===== config.mk =====
export PLATFORM = sky130hd
export DESIGN_NAME = lrk4_div6
export DESIGN_NICKNAME = d
export VERILOG_FILES = /design/src/rtl/core/lrk4_pkg.sv /design/src/rtl/core/lrk4_div6.sv
export SDC_FILE = /design/constraint.sdc
export NUM_CORES = 1
export LEC_CHECK = 0
export ABC_CLOCK_PERIOD_IN_PS = 5000
export BUFFER_PORTS_ARGS = -buffer_cell sky130_fd_sc_hd__buf_2
export CAP_MARGIN = 20
export CORE_MARGIN = 2
export CORE_UTILIZATION = 52
export DETAILED_ROUTE_END_ITERATION = 8
export GPL_TIMING_DRIVEN = 1
export PLACE_DENSITY_LB_ADDON = 0.15
export SLEW_MARGIN = 20
export SYNTH_ARGS = -nofsm -noshare
export SYNTH_HDL_FRONTEND = slang
export SYNTH_SLANG_ARGS = --single-unit

===== constraint.sdc =====
create_clock -name i_clk -period 5 [get_ports i_clk]
set_input_delay 1.25 -clock i_clk [delete_from_list [all_inputs] [get_ports i_clk]]
set_output_delay 1.25 -clock i_clk [all_outputs]
set_load 0.02 [all_outputs]

===== src/rtl/core/lrk4_pkg.sv =====
// Shared types and constants for the Lorenz RK4 integrator
`default_nettype none
package lrk4_pkg;
    localparam int FRAC_BITS_DEF   = 20;
    localparam int STATE_WIDTH_DEF = 32;

    localparam logic [20:0] STEP_RST  = 21'd10486;
    localparam logic [30:0] SIGMA_RST = 31'd10485760;
    localparam logic [30:0] RHO_RST   = 31'd29360128;
    localparam logic [30:0] BETA_RST  = 31'd2796203;
    localparam logic [15:0] INTV_RST  = 16'd1;

    localparam logic signed [31:0] POS_X_RST = 32'sd1048576;
    localparam logic signed [31:0] POS_Y_RST = 32'sd524288;
    localparam logic signed [31:0] POS_Z_RST = -32'sd314573;

    localparam logic ACT_STEP = 1'b0;
    localparam logic ACT_LOAD = 1'b1;

    typedef enum logic [2:0] {
        CFG_STEP  = 3'd0,
        CFG_SIGMA = 3'd1,
        CFG_RHO   = 3'd2,
        CFG_BETA  = 3'd3,
        CFG_INTV  = 3'd4
    } t_cfg_idx;

    typedef struct packed {
        logic done;
        logic clip;
    } t_mul_stat;
endpackage
`default_nettype wire


===== src/rtl/core/lrk4_div6.sv =====
// Three-lane digit-serial divider by six for the RK4 update
`default_nettype none
module lrk4_div6 #(
    parameter int AW = 35
) (
    input  wire logic          i_clk,
    input  wire logic          i_rst_n,
    input  wire logic          i_start,
    input  wire logic [AW-1:0] i_mag [3],
    output logic [AW-1:0]      o_q [3],
    output logic               o_done
);
    import lrk4_pkg::*;

    localparam int DW = 8;
    localparam int NB = (AW + DW - 1) / DW;
    localparam int PW = NB * DW;
    localparam int CW = $clog2(NB + 1);
    // floor(x * 1366 / 2^13) equals floor(x / 6) for every x below 2048
    localparam logic [10:0] RECIP = 11'd1366;

    logic [PW-1:0] r_q [3];
    logic [2:0]    r_r [3];
    logic [CW-1:0] r_cnt;
    logic          r_busy;
    logic          r_done;
    logic [10:0]   cur  [3];
    logic [21:0]   prod [3];
    logic [7:0]    qd   [3];
    logic [10:0]   rem  [3];

    always_comb begin
        for (int i = 0; i < 3; i++) begin
            cur[i]  = {r_r[i], r_q[i][PW-1 -: DW]};
            prod[i] = 22'(cur[i]) * 22'(RECIP);
            qd[i]   = prod[i][20:13];
            rem[i]  = cur[i] - 11'(qd[i]) * 11'd6;
            o_q[i]  = r_q[i][AW-1:0];
        end
    end

    always_ff @(posedge i_clk) begin
        if (i_start) begin
            for (int i = 0; i < 3; i++) begin
                r_q[i] <= PW'(i_mag[i]);
                r_r[i] <= 3'd0;
            end
        end else if (r_busy) begin
            for (int i = 0; i < 3; i++) begin
                r_q[i] <= {r_q[i][PW-DW-1:0], qd[i]};
                r_r[i] <= rem[i][2:0];
            end
        end
        if (!i_rst_n) begin
            r_busy <= 1'b0;
            r_done <= 1'b0;
            r_cnt  <= '0;
        end else begin
            r_done <= 1'b0;
            if (i_start) begin
                r_busy <= 1'b1;
                r_cnt  <= CW'(NB);
            end else if (r_busy) begin
                r_cnt <= r_cnt - CW'(1);
                if (r_cnt == CW'(1)) begin
                    r_busy <= 1'b0;
                    r_done <= 1'b1;
                end
            end
        end
    end

    assign o_done = r_done;
endmodule
`default_nettype wire


# Yosys cells after proc, flatten, opt, wreduce, memory -nomap -nowiden
# Memories as Yosys holds them, arrays and structs flattened.
# Index checks and enable logic that the tools add are counted.
word_totals:
  inputBits: 108
  out_inout_bits: 106
  ramBits: 129
  regBits: 5
  mem_count: 2
mem_list:
  columns: ["memory", "depth", "width", "read_ports", "rd_ports_with_merged_regs", "write_ports", "line_no", "source"]
  rows:
  - ["r_q", 3, 40, 3, 0, 3, "lrk4_div6.sv:22", "logic [PW-1:0] r_q [3];"]
  - ["r_r", 3, 3, 3, 0, 3, "lrk4_div6.sv:23", "logic [2:0] r_r [3];"]
classes:
  eq_ne: 1
  bitwise: 8
  add_sub_neg: 4
  multipliers: 6
  reduce_logical: 3
  n_mux: 17
ops:
  columns: ["operator", "n"]
  rows:
  - ["two-way mux 40 bit", 3]
  - ["multiplier 11 x 10 -> 20 bit, second input constant", 3]
  - ["multiplier 8 x 2 -> 2 bit, second input constant", 3]
  - ["two-way mux 3 bit", 5]
  - ["two-way mux 1 bit", 9]
  - ["subtractor 3 bit", 3]
  - ["OR 1 bit", 6]
  - ["== test 3 x 1 -> 1 bit, second input constant", 1]
  - ["OR reduction 3 bit", 1]
  - ["subtractor 3 x 1 -> 3 bit, second input constant", 1]
  - ["inverter 1 bit", 2]
  - ["nonzero test 2 bit", 1]
  - ["OR reduction 2 bit", 1]

# Longest topological paths before layout
# An unclocked memory read counts as a cell.
depth:
  ltp_word: 5
  depth_mapped: 19
  mapped_depth_nobuf: 19

# Least setup slack after synthesis
# No wires, ideal clock.
synth_path:
  kind: "reg-to-reg"
  start: "memory r_q[0][34] in the netlist's numbering"
  end: "memory r_r[0][2] (data pin)"
  t_arrival_ns: 4.680
  setup_slack_ns: 0.062
  synth_period_minus_slack_ns: 4.938
  t_required_ns: 4.742
  stages_incl_launch_ff: 20
  setup_ns: 0.258
  path_cell_list: "edfxtp_1 > ha_1 > ha_1 > inv_1 > fa_1 > inv_1 > fa_1 > inv_1 > fa_1 > inv_1 > ha_1 > and2_1 > a221o_1 > a22o_1 > a211oi_1 > inv_1 > ha_1 > xnor2_1 > xnor3_1 > mux2i_1"
synth_rtl:
  columns: ["element", "line_no"]
  rows:
  - ["start: declaration", "lrk4_div6.sv:22"]
  - ["end: declaration", "lrk4_div6.sv:23"]

==> qor.txt <==
Outcome: complete, no violations
Static Leak: 7.46 nW
Syn nets: 1583
Nets@finish: 1830
CTS Buffer Depth: 2
Min Tclk post-route: 4.91 ns
DR iter-0 viols: 546
Max stage delay cell, worst path: fa_1
Wire per inst: 17.5 um
Final setup viols: 0
Die width: 154 um
Synth Warn #: 0
Crit-path cells: ha_2, ha_1, inv_1, fa_1, inv_1, fa_1, inv_1, fa_1, inv_1, ha_4, and4_4, and3_4, a211oi_4, xnor2_2, ha_2, xor2_2, xnor3_1, or3_4, a21oi_2
Starting density of the core: 52.5%
Yosys top cell by area: edfxtp_1
Final clock skew: 0.00917 ns
First-pass GRT wire length: 48300 um
Finished Layout Cells: 1757
Worst endpoint required time: 5.29 ns
Tot Pwr: 10.2 mW
Synth cell types: 65
Max VDD drop: 0.000359 V
Largest net degree at the start of global routing: 80
Post-DP HPWL: 23700 um
TritonCTS clock tree: yes
DRC Markers: 0
FF-to-FF Start: r_q[0][76]
Part of the cycle the worst path needs: 98.2%
GR Util met1: 34.5%
Worst path most repeated cell: inv_1
Fin Setup TNS: 0 ns
Clk sinks: 134
Register bit count reported by yosys: 134
Met3 usage: 5.35%
CP Launch Type: flop
DRT Pass-1 Iters: 5
Mapped Area: 11800 um2
RSZ-0062 raised after global routing: true
Final instance area: 14500 um2
Gr busiest metal: met2
Post-Syn Instances: 1212
EDFF count, synth: 129
Placed cell areas: 13300 um2
Initial antenna violation count: 1
Async SR Flop Fraction: 0%
Worst hold path stage count: 2
PortBufs: 213
DRT antenna net count: 0
Placed insts: 1708
Top post-synthesis cells by area: edfxtp_1, ha_1, fa_1
Max-capacitance violation count: 0
Worst reg2reg setup slack: 0.09 ns
Routed WL: 30800 um
Power per Cell Area: 704 nW/um2
Worst-Skew Late Latency: 0.43 ns
Crit path largest cell delay: 0.53 ns
Hold Crit Class: flop to flop
WHS Endpoint: r_cnt[1]
CP Max Fanout: 4
Post-synthesis sequential area ratio: 33.7%
Die Area: 23900 um2
GR Util met2: 43.4%
Setup WS post-layout: 0.0884 ns
Ratio of cells with drive above 1 in the final layout: 24.4%
Max_slew headroom: 42.0%
Synth Area per Inst: 9.72 um2
# H-tree levels: 4
Worst Setup SP: r_q[0][76]
Cell Rows: 55
Vias in the first global route: 9369
Hold_buf cts: 0
CORE AREA: 22400 um2
Reg2Reg Depth: 19
CTS Buf Count: 17
CTS clock-pin slew for the worst setup and hold paths: 0.06 ns
Final GP Congestion: 0.889
DR vias: 9180
WP data arrival: 5.20 ns
Area growth, synth to finish: 22.8%
Vias per cell: 5.22
All-Layer GR Usage: 26.0%
GRT overflow: 0
Count of final hold-check violations: 0
Critical R2R Capture: r_r[0][5]
Worst Setup End Kind: flop
Synth top area share: 32.9%
Slew @ Worst Pin: 0.870 ns
Pre-CTS setup slack: -0.112 ns
IO Count: 214
CTS Root Cell: clkbuf_16
Die Y-Extent: 154 um
CP Class: flop to flop
Fin. max-slew vios: 0
Primary FF master, synth: edfxtp_1
Max Freq: 204 MHz
Worst hold start: r_cnt[1]
[worst max-delay path, delay by kind of cell (launching register included)]
family / cells / cell delay [ns]
AND/OR/NAND/NOR: 3 / 0.69
buffers and inverters: 4 / 0.22
AO/OA/AOI/OAI: 2 / 0.37
adder cells (fa/ha/maj): 7 / 2.45
XOR/XNOR: 3 / 0.54
flip-flops: 1 / 0.51
[cell usage after synthesis (16+ instances only)]
cell / n
nor2_1: 19
clkbuf_1: 29
a21o_1: 16
o21ai_0: 23
edfxtp_1: 129
xnor2_1: 24
and2_1: 21
nand2_1: 286
fa_1: 75
ha_1: 188
a21oi_1: 30
inv_1: 213
nand3_1: 19
[worst max path at each step]
stage	to	slack, ns	cells past startpoint
final	r_r[0][5]	0.09	19
after detailed placement	r_r[0][2]	-0.11	19
after global placement	r_r[0][2]	0.06	19
after global routing	r_r[0][5]	-0.08	20
after CTS	r_r[0][2]	0.0006	16
after floorplan	r_r[0][2]	0.06	19
[state kept, by name, summed over array words and instances, names as in the netlist]
register,cells
r_cnt,3
o_done,1
r_r,9
r_busy,1
r_q,120
[power breakdown]
group | internal, mW | switching [mW]
Sequential | 1.45 | 0.123
Combinational | 3.37 | 3.86
Clock | 0.841 | 0.540
[layout make-up]
class                           instances  area, um2
Timing Repair Buffer                  268       1500
Multi-Input combinational cell        825       7210
Fill cell                            1876       7970
Antenna cell                            1       2.50
Inverter                              213        802
Sequential cell                       134       3970
Clock inverter                         13        194
Tap cell                              285        357
Clock buffer                           18        429
[cell families after synthesis]
logic type / after synthesis / synth area share [%]
and+or+nand+nor: 392 / 14.2
DFF: 134 / 33.7
adders and majority gates: 263 / 32.7
AOI/OAI and AO/OA: 137 / 8.03
buffers and inverters: 253 / 8.41
muxes: 3 / 0.266
xor gates and xnor gates: 30 / 2.58
[routing by layer]
metal / up-vias / routed length [um]
li1: 4520 / -
met1: 4323 / 13500
met2: 296 / 14800
met3: 41 / 1760
met4: 0 / 721
met5: - / 0
[metrics by stage]
stage	utilization (%)	hold slack (ns)
2_1_floorplan	-	0.472
3_3_place_gp	59.4	0.488
3_5_place_dp	59.4	0.494
4_1_cts	62.9	0.513
5_1_grt	64.5	0.555
6_report	64.5	0.514
[placed cells by master, fill, tap and decap left out, types with 4 or more instances in the layout]
master,count
ha_1,158
and3_1,5
edfxtp_1,129
nor2_1,19
o21ai_0,20
buf_4,53
a211oi_1,5
inv_1,209
nand2_1,286
o211ai_1,6
xnor2_1,21
fa_1,75
o31ai_1,5
nand3_1,19
ha_4,23
and2_1,20
buf_2,213
a211o_1,4
ha_2,7
o21bai_1,5
bufinv_16,4
a21oi_1,28
clkbuf_16,17
inv_6,5
nor3_1,8
nand4_1,11
a21o_1,16
o21ai_1,6
dfxtp_1,5
[timing repair]
item,4_1_cts,5_1_grt
resized for setup,14,44
pin swaps,11,33
setup endpoints to repair,2,5
buffers inserted,5,12
(Power assumes the default switching activity.)
