<file path="src/rtl/core/lrk4_pkg.sv">
// Shared types and constants for the Lorenz RK4 integrator
`default_nettype none
package lrk4_pkg;
    localparam int FRAC_BITS_DEF   = 20;
    localparam int STATE_WIDTH_DEF = 32;

    localparam logic [20:0] STEP_RST  = 21'd10486;
    localparam logic [30:0] SIGMA_RST = 31'd10485760;
    localparam logic [30:0] RHO_RST   = 31'd29360128;
    localparam logic [30:0] BETA_RST  = 31'd2796203;
    localparam logic [15:0] INTV_RST  = 16'd1;

    localparam logic signed [31:0] POS_X_RST = 32'sd1048576;
    localparam logic signed [31:0] POS_Y_RST = 32'sd524288;
    localparam logic signed [31:0] POS_Z_RST = -32'sd314573;

    localparam logic ACT_STEP = 1'b0;
    localparam logic ACT_LOAD = 1'b1;

    typedef enum logic [2:0] {
        CFG_STEP  = 3'd0,
        CFG_SIGMA = 3'd1,
        CFG_RHO   = 3'd2,
        CFG_BETA  = 3'd3,
        CFG_INTV  = 3'd4
    } t_cfg_idx;

    typedef struct packed {
        logic done;
        logic clip;
    } t_mul_stat;
endpackage
`default_nettype wire

</file>
<file path="src/rtl/core/lrk4_mul.sv">
// Shared fixed-point multiplier: exact product, truncating shift, saturation
`default_nettype none
module lrk4_mul #(
    parameter int FRAC_BITS   = lrk4_pkg::FRAC_BITS_DEF,
    parameter int STATE_WIDTH = lrk4_pkg::STATE_WIDTH_DEF,
    parameter int OW          = 32
) (
    input  wire logic                          i_clk,
    input  wire logic                          i_rst_n,
    input  wire logic                          i_start,
    input  wire logic signed [OW-1:0]          i_a,
    input  wire logic signed [OW-1:0]          i_b,
    output logic signed [STATE_WIDTH-1:0]      o_res,
    output lrk4_pkg::t_mul_stat                o_stat
);
    import lrk4_pkg::*;

    localparam int PW = 2 * OW;

    logic [OW-1:0] mag_a;
    logic [OW-1:0] mag_b;
    logic [PW-1:0] r_prod;
    logic          r_neg;
    logic          r_vld1;
    logic [PW-1:0] shifted;
    logic [PW-1:0] lim;
    logic [PW-1:0] clipped;
    logic          ovf;
    logic signed [STATE_WIDTH-1:0] r_res;
    logic          r_done;
    logic          r_clip;

    assign mag_a = i_a[OW-1] ? OW'(-i_a) : OW'(i_a);
    assign mag_b = i_b[OW-1] ? OW'(-i_b) : OW'(i_b);

    always_comb begin
        shifted = r_prod >> FRAC_BITS;
        lim     = (PW'(1) << (STATE_WIDTH - 1)) - PW'(!r_neg);
        ovf     = shifted > lim;
        clipped = ovf ? lim : shifted;
    end

    always_ff @(posedge i_clk) begin
        r_prod <= PW'(mag_a) * PW'(mag_b);
        r_neg  <= i_a[OW-1] ^ i_b[OW-1];
        r_res  <= r_neg ? -signed'(clipped[STATE_WIDTH-1:0])
                        : signed'(clipped[STATE_WIDTH-1:0]);
        r_clip <= ovf;
        if (!i_rst_n) begin
            r_vld1 <= 1'b0;
            r_done <= 1'b0;
        end else begin
            r_vld1 <= i_start;
            r_done <= r_vld1;
        end
    end

    assign o_res       = r_res;
    assign o_stat.done = r_done;
    assign o_stat.clip = r_clip;
endmodule
`default_nettype wire

</file>
<file path="config.mk">
export PLATFORM = sky130hd
export DESIGN_NAME = lrk4_mul
export DESIGN_NICKNAME = d
export VERILOG_FILES = /design/src/rtl/core/lrk4_pkg.sv /design/src/rtl/core/lrk4_mul.sv
export SDC_FILE = /design/constraint.sdc
export NUM_CORES = 2
export LEC_CHECK = 0
export ABC_CLOCK_PERIOD_IN_PS = 18000
export BUFFER_PORTS_ARGS = -buffer_cell sky130_fd_sc_hd__buf_2
export CORE_AREA = 2 2 288 290
export CTS_CLUSTER_DIAMETER = 80
export DETAILED_ROUTE_END_ITERATION = 7
export DIE_AREA = 0 0 290 292
export GPL_TIMING_DRIVEN = 0
export PLACE_DENSITY = 0.63
export SKIP_LAST_GASP = 1
export SYNTH_ARGS = -nofsm -noshare
export SYNTH_HDL_FRONTEND = slang
export SYNTH_SLANG_ARGS = --single-unit
</file>
<file path="constraint.sdc">
create_clock -name i_clk -period 18 [get_ports i_clk]
set_input_delay 3.6 -clock i_clk [delete_from_list [all_inputs] [get_ports i_clk]]
set_output_delay 3.6 -clock i_clk [all_outputs]
set_load 0.05 [all_outputs]
</file>
# --- Word level (Yosys, flattened, before mapping) ---
# Cells that the tools add are included.
word_totals:
  regBits: 100
  input_bits: 67
  out_inout_bits: 34
  elab_cells: 18
op_classes:
  add_sub_neg: 4
  n_mul: 1
  order_cmp: 1
  muxes: 4
  bitwise_logic: 1
  n_reduce_logical: 1
op_table:
  columns: ["op", "count"]
  rows:
  - ["2-to-1 mux 32 bit", 4]
  - ["negator 32 bit", 3]
  - ["> comparator 44 x 64 -> 1 bit", 1]
  - ["multiplier 32 x 32 -> 64 bit", 1]
  - ["subtractor 32 x 1 -> 33 bit, first input constant", 1]
  - ["zero test 1 bit", 1]
  - ["XOR 1 bit", 1]

# --- Logic depth before layout (Yosys ltp) ---
depth:
  depth_word: 6
  ltp_mapped: 38
  mapped_depth_nobuf: 35

# --- Worst setup path before layout ---
# Ideal clock, no wire load.
synth_timing:
  path_type: "input to register"
  start: "in i_b[7]"
  end: "reg r_prod[49]"
  setup_ns: 0.120
  t_arrival_ns: 12.537
  required_ns: 17.880
  path_slack_ns: 5.343
  cell_stages: 32
  path_buffers: 2
  cell_sequence: "or4_4 > nor4_2 > nand2b_1 > or3_4 > o41ai_1 > xor2_1 > buf_2 > nor2_1 > fa_1 > inv_1 > fa_1 > inv_1 > fa_1 > inv_1 > fa_1 > inv_1 > fa_1 > fa_1 > fa_1 > inv_1 > fa_1 > inv_1 > ha_1 > clkbuf_1 > nand3_1 > or3_1 > or3_1 > o31ai_1 > a41oi_1 > o31ai_1 > a21oi_1 > xnor2_1"
synth_via:
  elab_chain_len: 3
synth_rtl:
  columns: ["element", "line", "rtl"]
  rows:
  - ["start, declared", "lrk4_mul.sv:12", "input wire logic signed [OW-1:0] i_b,"]
  - ["negator 32 bit", "lrk4_mul.sv:34", "assign mag_b = i_b[OW-1] ? OW'(-i_b) : OW'(i_b);"]
  - ["2-to-1 mux 32 bit (*)", "lrk4_mul.sv:34", null]
  - ["multiplier 32 x 32 -> 64 bit (*)", "lrk4_mul.sv:44", "r_prod <= PW'(mag_a) * PW'(mag_b);"]
  - ["end signal, assigned", "lrk4_mul.sv:44", null]
  - ["end, declared", "lrk4_mul.sv:22", "logic [PW-1:0] r_prod;"]
# Every way passes the cells marked *; elsewhere a longest branch is shown, timed or not.
# A chain may end at the register's enable or synchronous reset.

# --- Worst setup path in the final report ---
layout_timing:
  start: "in i_a[0]"
  end: "reg r_prod[49]"
layout_via:
  elab_chain_len: 3
layout_rtl:
  columns: ["element", "line", "rtl"]
  rows:
  - ["start, declared", "lrk4_mul.sv:11", "input wire logic signed [OW-1:0] i_a,"]
  - ["negator 32 bit", "lrk4_mul.sv:33", "assign mag_a = i_a[OW-1] ? OW'(-i_a) : OW'(i_a);"]
  - ["2-to-1 mux 32 bit (*)", "lrk4_mul.sv:33", null]
  - ["multiplier 32 x 32 -> 64 bit (*)", "lrk4_mul.sv:44", null]
# Marks and branches as above.

==> results by group <==
Global route
  • First-pass GRT wire length: 204000 microns
  • GRT overflow: 0
  • Gr usage total: 33.5%
  • Number of global-route vias before repair: 30800
  • Initial antenna violation count: 9
  • Pin count of the biggest net entering global routing: 32

Yosys
  • Syn_nets: 5456
  • Cells after Synth: 4199
  • Netlist Area Pre-Place: 0.0365 sq mm
  • Post-synthesis xor/xnor area fraction: 3.91%
  • Synth Warn #: 0
  • Synth Area in Simple Gates: 15.0%
  • Yosys top cell by area: fa_1
  • EDFF count, synth: 0
  • Multiplexer share of the synthesized area: 0.137%
  • Synth top area cells: fa_1, ha_1, inv_1, nor2_1, nand2_1
  • Main combinational cell family by area after synthesis: adder cells
  • Asr flop ratio synth: 0%
  • Area share of the largest cell type after synthesis: 49.1%
  • Synth cell types: 69
  • Post-synthesis compound-gate area fraction: 5.76%
  • Sequential share of the synthesized area: 4.39%
  • #FFs+latches synth: 80
  • Ys flop type: dfxtp_1
  • Area share of fa/ha/maj cells after synthesis: 59.3%
  • Syn avg cell area: 8.68 sq um

CTS
  • Sink Count: 80
  • Clk_lat worst skew: 0.36 ns
  • Hold-fix buffers, CTS: 0
  • CTS tree: built
  • # Post-CTS Setup Buffers: 0
  • Post_cts resized: 0
  • Clk slew on worst S/H paths: 0.07 ns
  • H-tree depth: 3
  • Bufs on Longest Clock Path: 2
  • Number of buffers created by CTS: 9
  • Root Buffer: clkbuf_16

Layout
  • Commonest non-fill, non-tap cell in the layout: inv_1
  • Proportion of layout cells with a drive suffix above 1: 4.30%
  • Final instance area: 0.0389 sq mm
  • Total Nets Final: 5576
  • Reg area: 0.00160 sq mm
  • Area growth syn-to-layout: 6.61%
  • Area of the multi-input gates: 0.0308 sq mm
  • Most frequent cells in the layout: inv_1, fa_1, nor2_1
  • Fillers: 7979

Timing
  • Final Critical Period: 16.21 ns
  • Slew @ Worst Pin: 1.56 ns
  • Slew margin rel.: -4.45%
  • Period utilization: 90.0%
  • Final setup vio count: 0
  • Fmax: 61.7 MHz
  • Unrepaired setup endpoints after global routing: no
  • Setup TNS: 0 ns
  • Setup Skew: 0.00719 ns
  • Final hold vios: 0
  • Slew Limit Fails: 66

Die
  • Core area: 0.0816 sq mm
  • Initial Utilization: 44.7%
  • Total Die Area: 0.0847 sq mm
  • I/O pin count: 101
  • Cell row count: 105
  • DIE HEIGHT: 292 microns
  • Die width: 290 microns

Hold path
  • Worst min-delay path category: reg -> reg

Detailed routing
  • First DRT Iteration DRCs: 2870
  • DR WL/cell: 26.1 microns
  • Via count: 30700
  • DRT Pass-1 Iters: 6
  • Antenna-violating nets left: 0
  • Routed vias/inst: 5.68
  • DRC violations left: 0
  • WL final: 141000 microns

Critical path
  • Worst path slowest cell: clkbuf_1
  • Worst Setup Start Kind: input pin
  • Worst EP arrival: 16.45 ns
  • Crit path largest cell delay: 0.89 ns
  • Crit path top cell by count: fa_1
  • CP Max Fanout: 10
  • CP endpoint kind: register
  • Required time worst endpoint: 18.24 ns
  • Kind of critical path: in -> reg

Place
  • IO Port Bufs: 98
  • Placed Area: 0.0386 sq mm
  • Post-DP HPWL: 120000 microns
  • RePlAce Congestion: 1.05

Flow run
  • Max-capacitance violation count: 9

Outcome
  • Status: finished with violations
  • Failing checks: capacitance limit, slew limit
## cell type report
type                       instances  area share, %
timing repair buffer             109           1.58
tap                             1070           3.44
antenna                            6         0.0386
sequential                        80           4.12
multi-input combinational       3014           79.3
clock buffer                      10          0.615
inverter                         921           8.89
buffer                           184           1.93
clock inverter                     6          0.126
## per-layer routing
| metal | GRT usage, % | part of all wire [%] | vias up |
|---|---|---|---|
| met5 | 0 | 0.040 | - |
| met4 | 23.1 | 8.6 | 8 |
| met3 | 8.22 | 11 | 525 |
| met2 | 52.0 | 45 | 1772 |
| met1 | 41.3 | 36 | 15600 |
| li1 | - | - | 12800 |
## final timing paths
check,startpoint,to,slack (ns),depth (start not counted)
max,i_a[0],r_prod[49],1.79,33
max reg2reg,r_neg,o_res[8],11.62,17
min,r_vld1,r_done,0.44,1
min reg2reg,r_vld1,r_done,0.44,1
## critical path, delay by kind of cell
family,cells,cell delay (ns)
adder cells (fa/ha/maj),10,4.91
XOR/XNOR,2,0.97
buffers and inverters,9,2.96
AO/OA/AOI/OAI,7,2.90
AND/OR/NAND/NOR,5,1.04
## stage by stage
stage | worst slack (ns) | util, % | instances | hold slack, ns
2_1_floorplan | 5.34 | - | 4199 | 0.412
3_3_place_gp | 1.55 | 46.9 | 5367 | 0.422
3_5_place_dp | 1.80 | 47.3 | 5377 | 0.426
4_1_cts | 2.19 | 47.6 | 5393 | 0.442
5_1_grt | 1.78 | 47.6 | 5396 | 0.463
6_report | 1.79 | 47.7 | 5400 | 0.437
## cells in the mapped netlist, types with 4 or more instances
master and n:
mux2i_1 5, dfxtp_1 80, o21a_1 8, nand2b_1 23, nand3b_1 5, a21oi_1 103
or4_1 9, a211o_1 4, o41ai_1 9, nor4_1 19, xnor2_1 86, clkbuf_1 162
a21o_1 34, nor2_1 603, nor2b_1 13, nand3_1 20, xor2_1 68, o21ai_0 96
and2_1 18, fa_1 895, and3_1 5, o31ai_1 16, or3_1 12, inv_1 921
ha_1 295, and4_1 5, buf_4 4, o21bai_1 10, nand2_1 518, a31oi_1 10
nand4_1 19, buf_2 11, a211oi_1 13, o31a_1 5, nor3_1 35, buf_6 4
o211ai_1 8
## flip-flops by register name, summed over array words and instances, names as in the netlist
register	cells
r_prod	44
o_res	32
r_vld1	1
r_done	1
r_clip	1
r_neg	1
## cell families (layout without fill, tap and decap cells)
| family | Yosys count | in the layout |
|---|---|---|
| AO/OA/AOI/OAI | 340 | 340 |
| XOR/XNOR | 158 | 158 |
| adder cells (fa/ha/maj) | 1190 | 1190 |
| buffers and inverters | 1105 | 1230 |
| flip-flops | 80 | 80 |
| multiplexers | 5 | 5 |
| other | 0 | 6 |
| AND/OR/NAND/NOR | 1321 | 1321 |
Power is left out: the tool's default activity adds up to more than one toggle a clock period on the data nets, which glitch-free logic cannot reach.
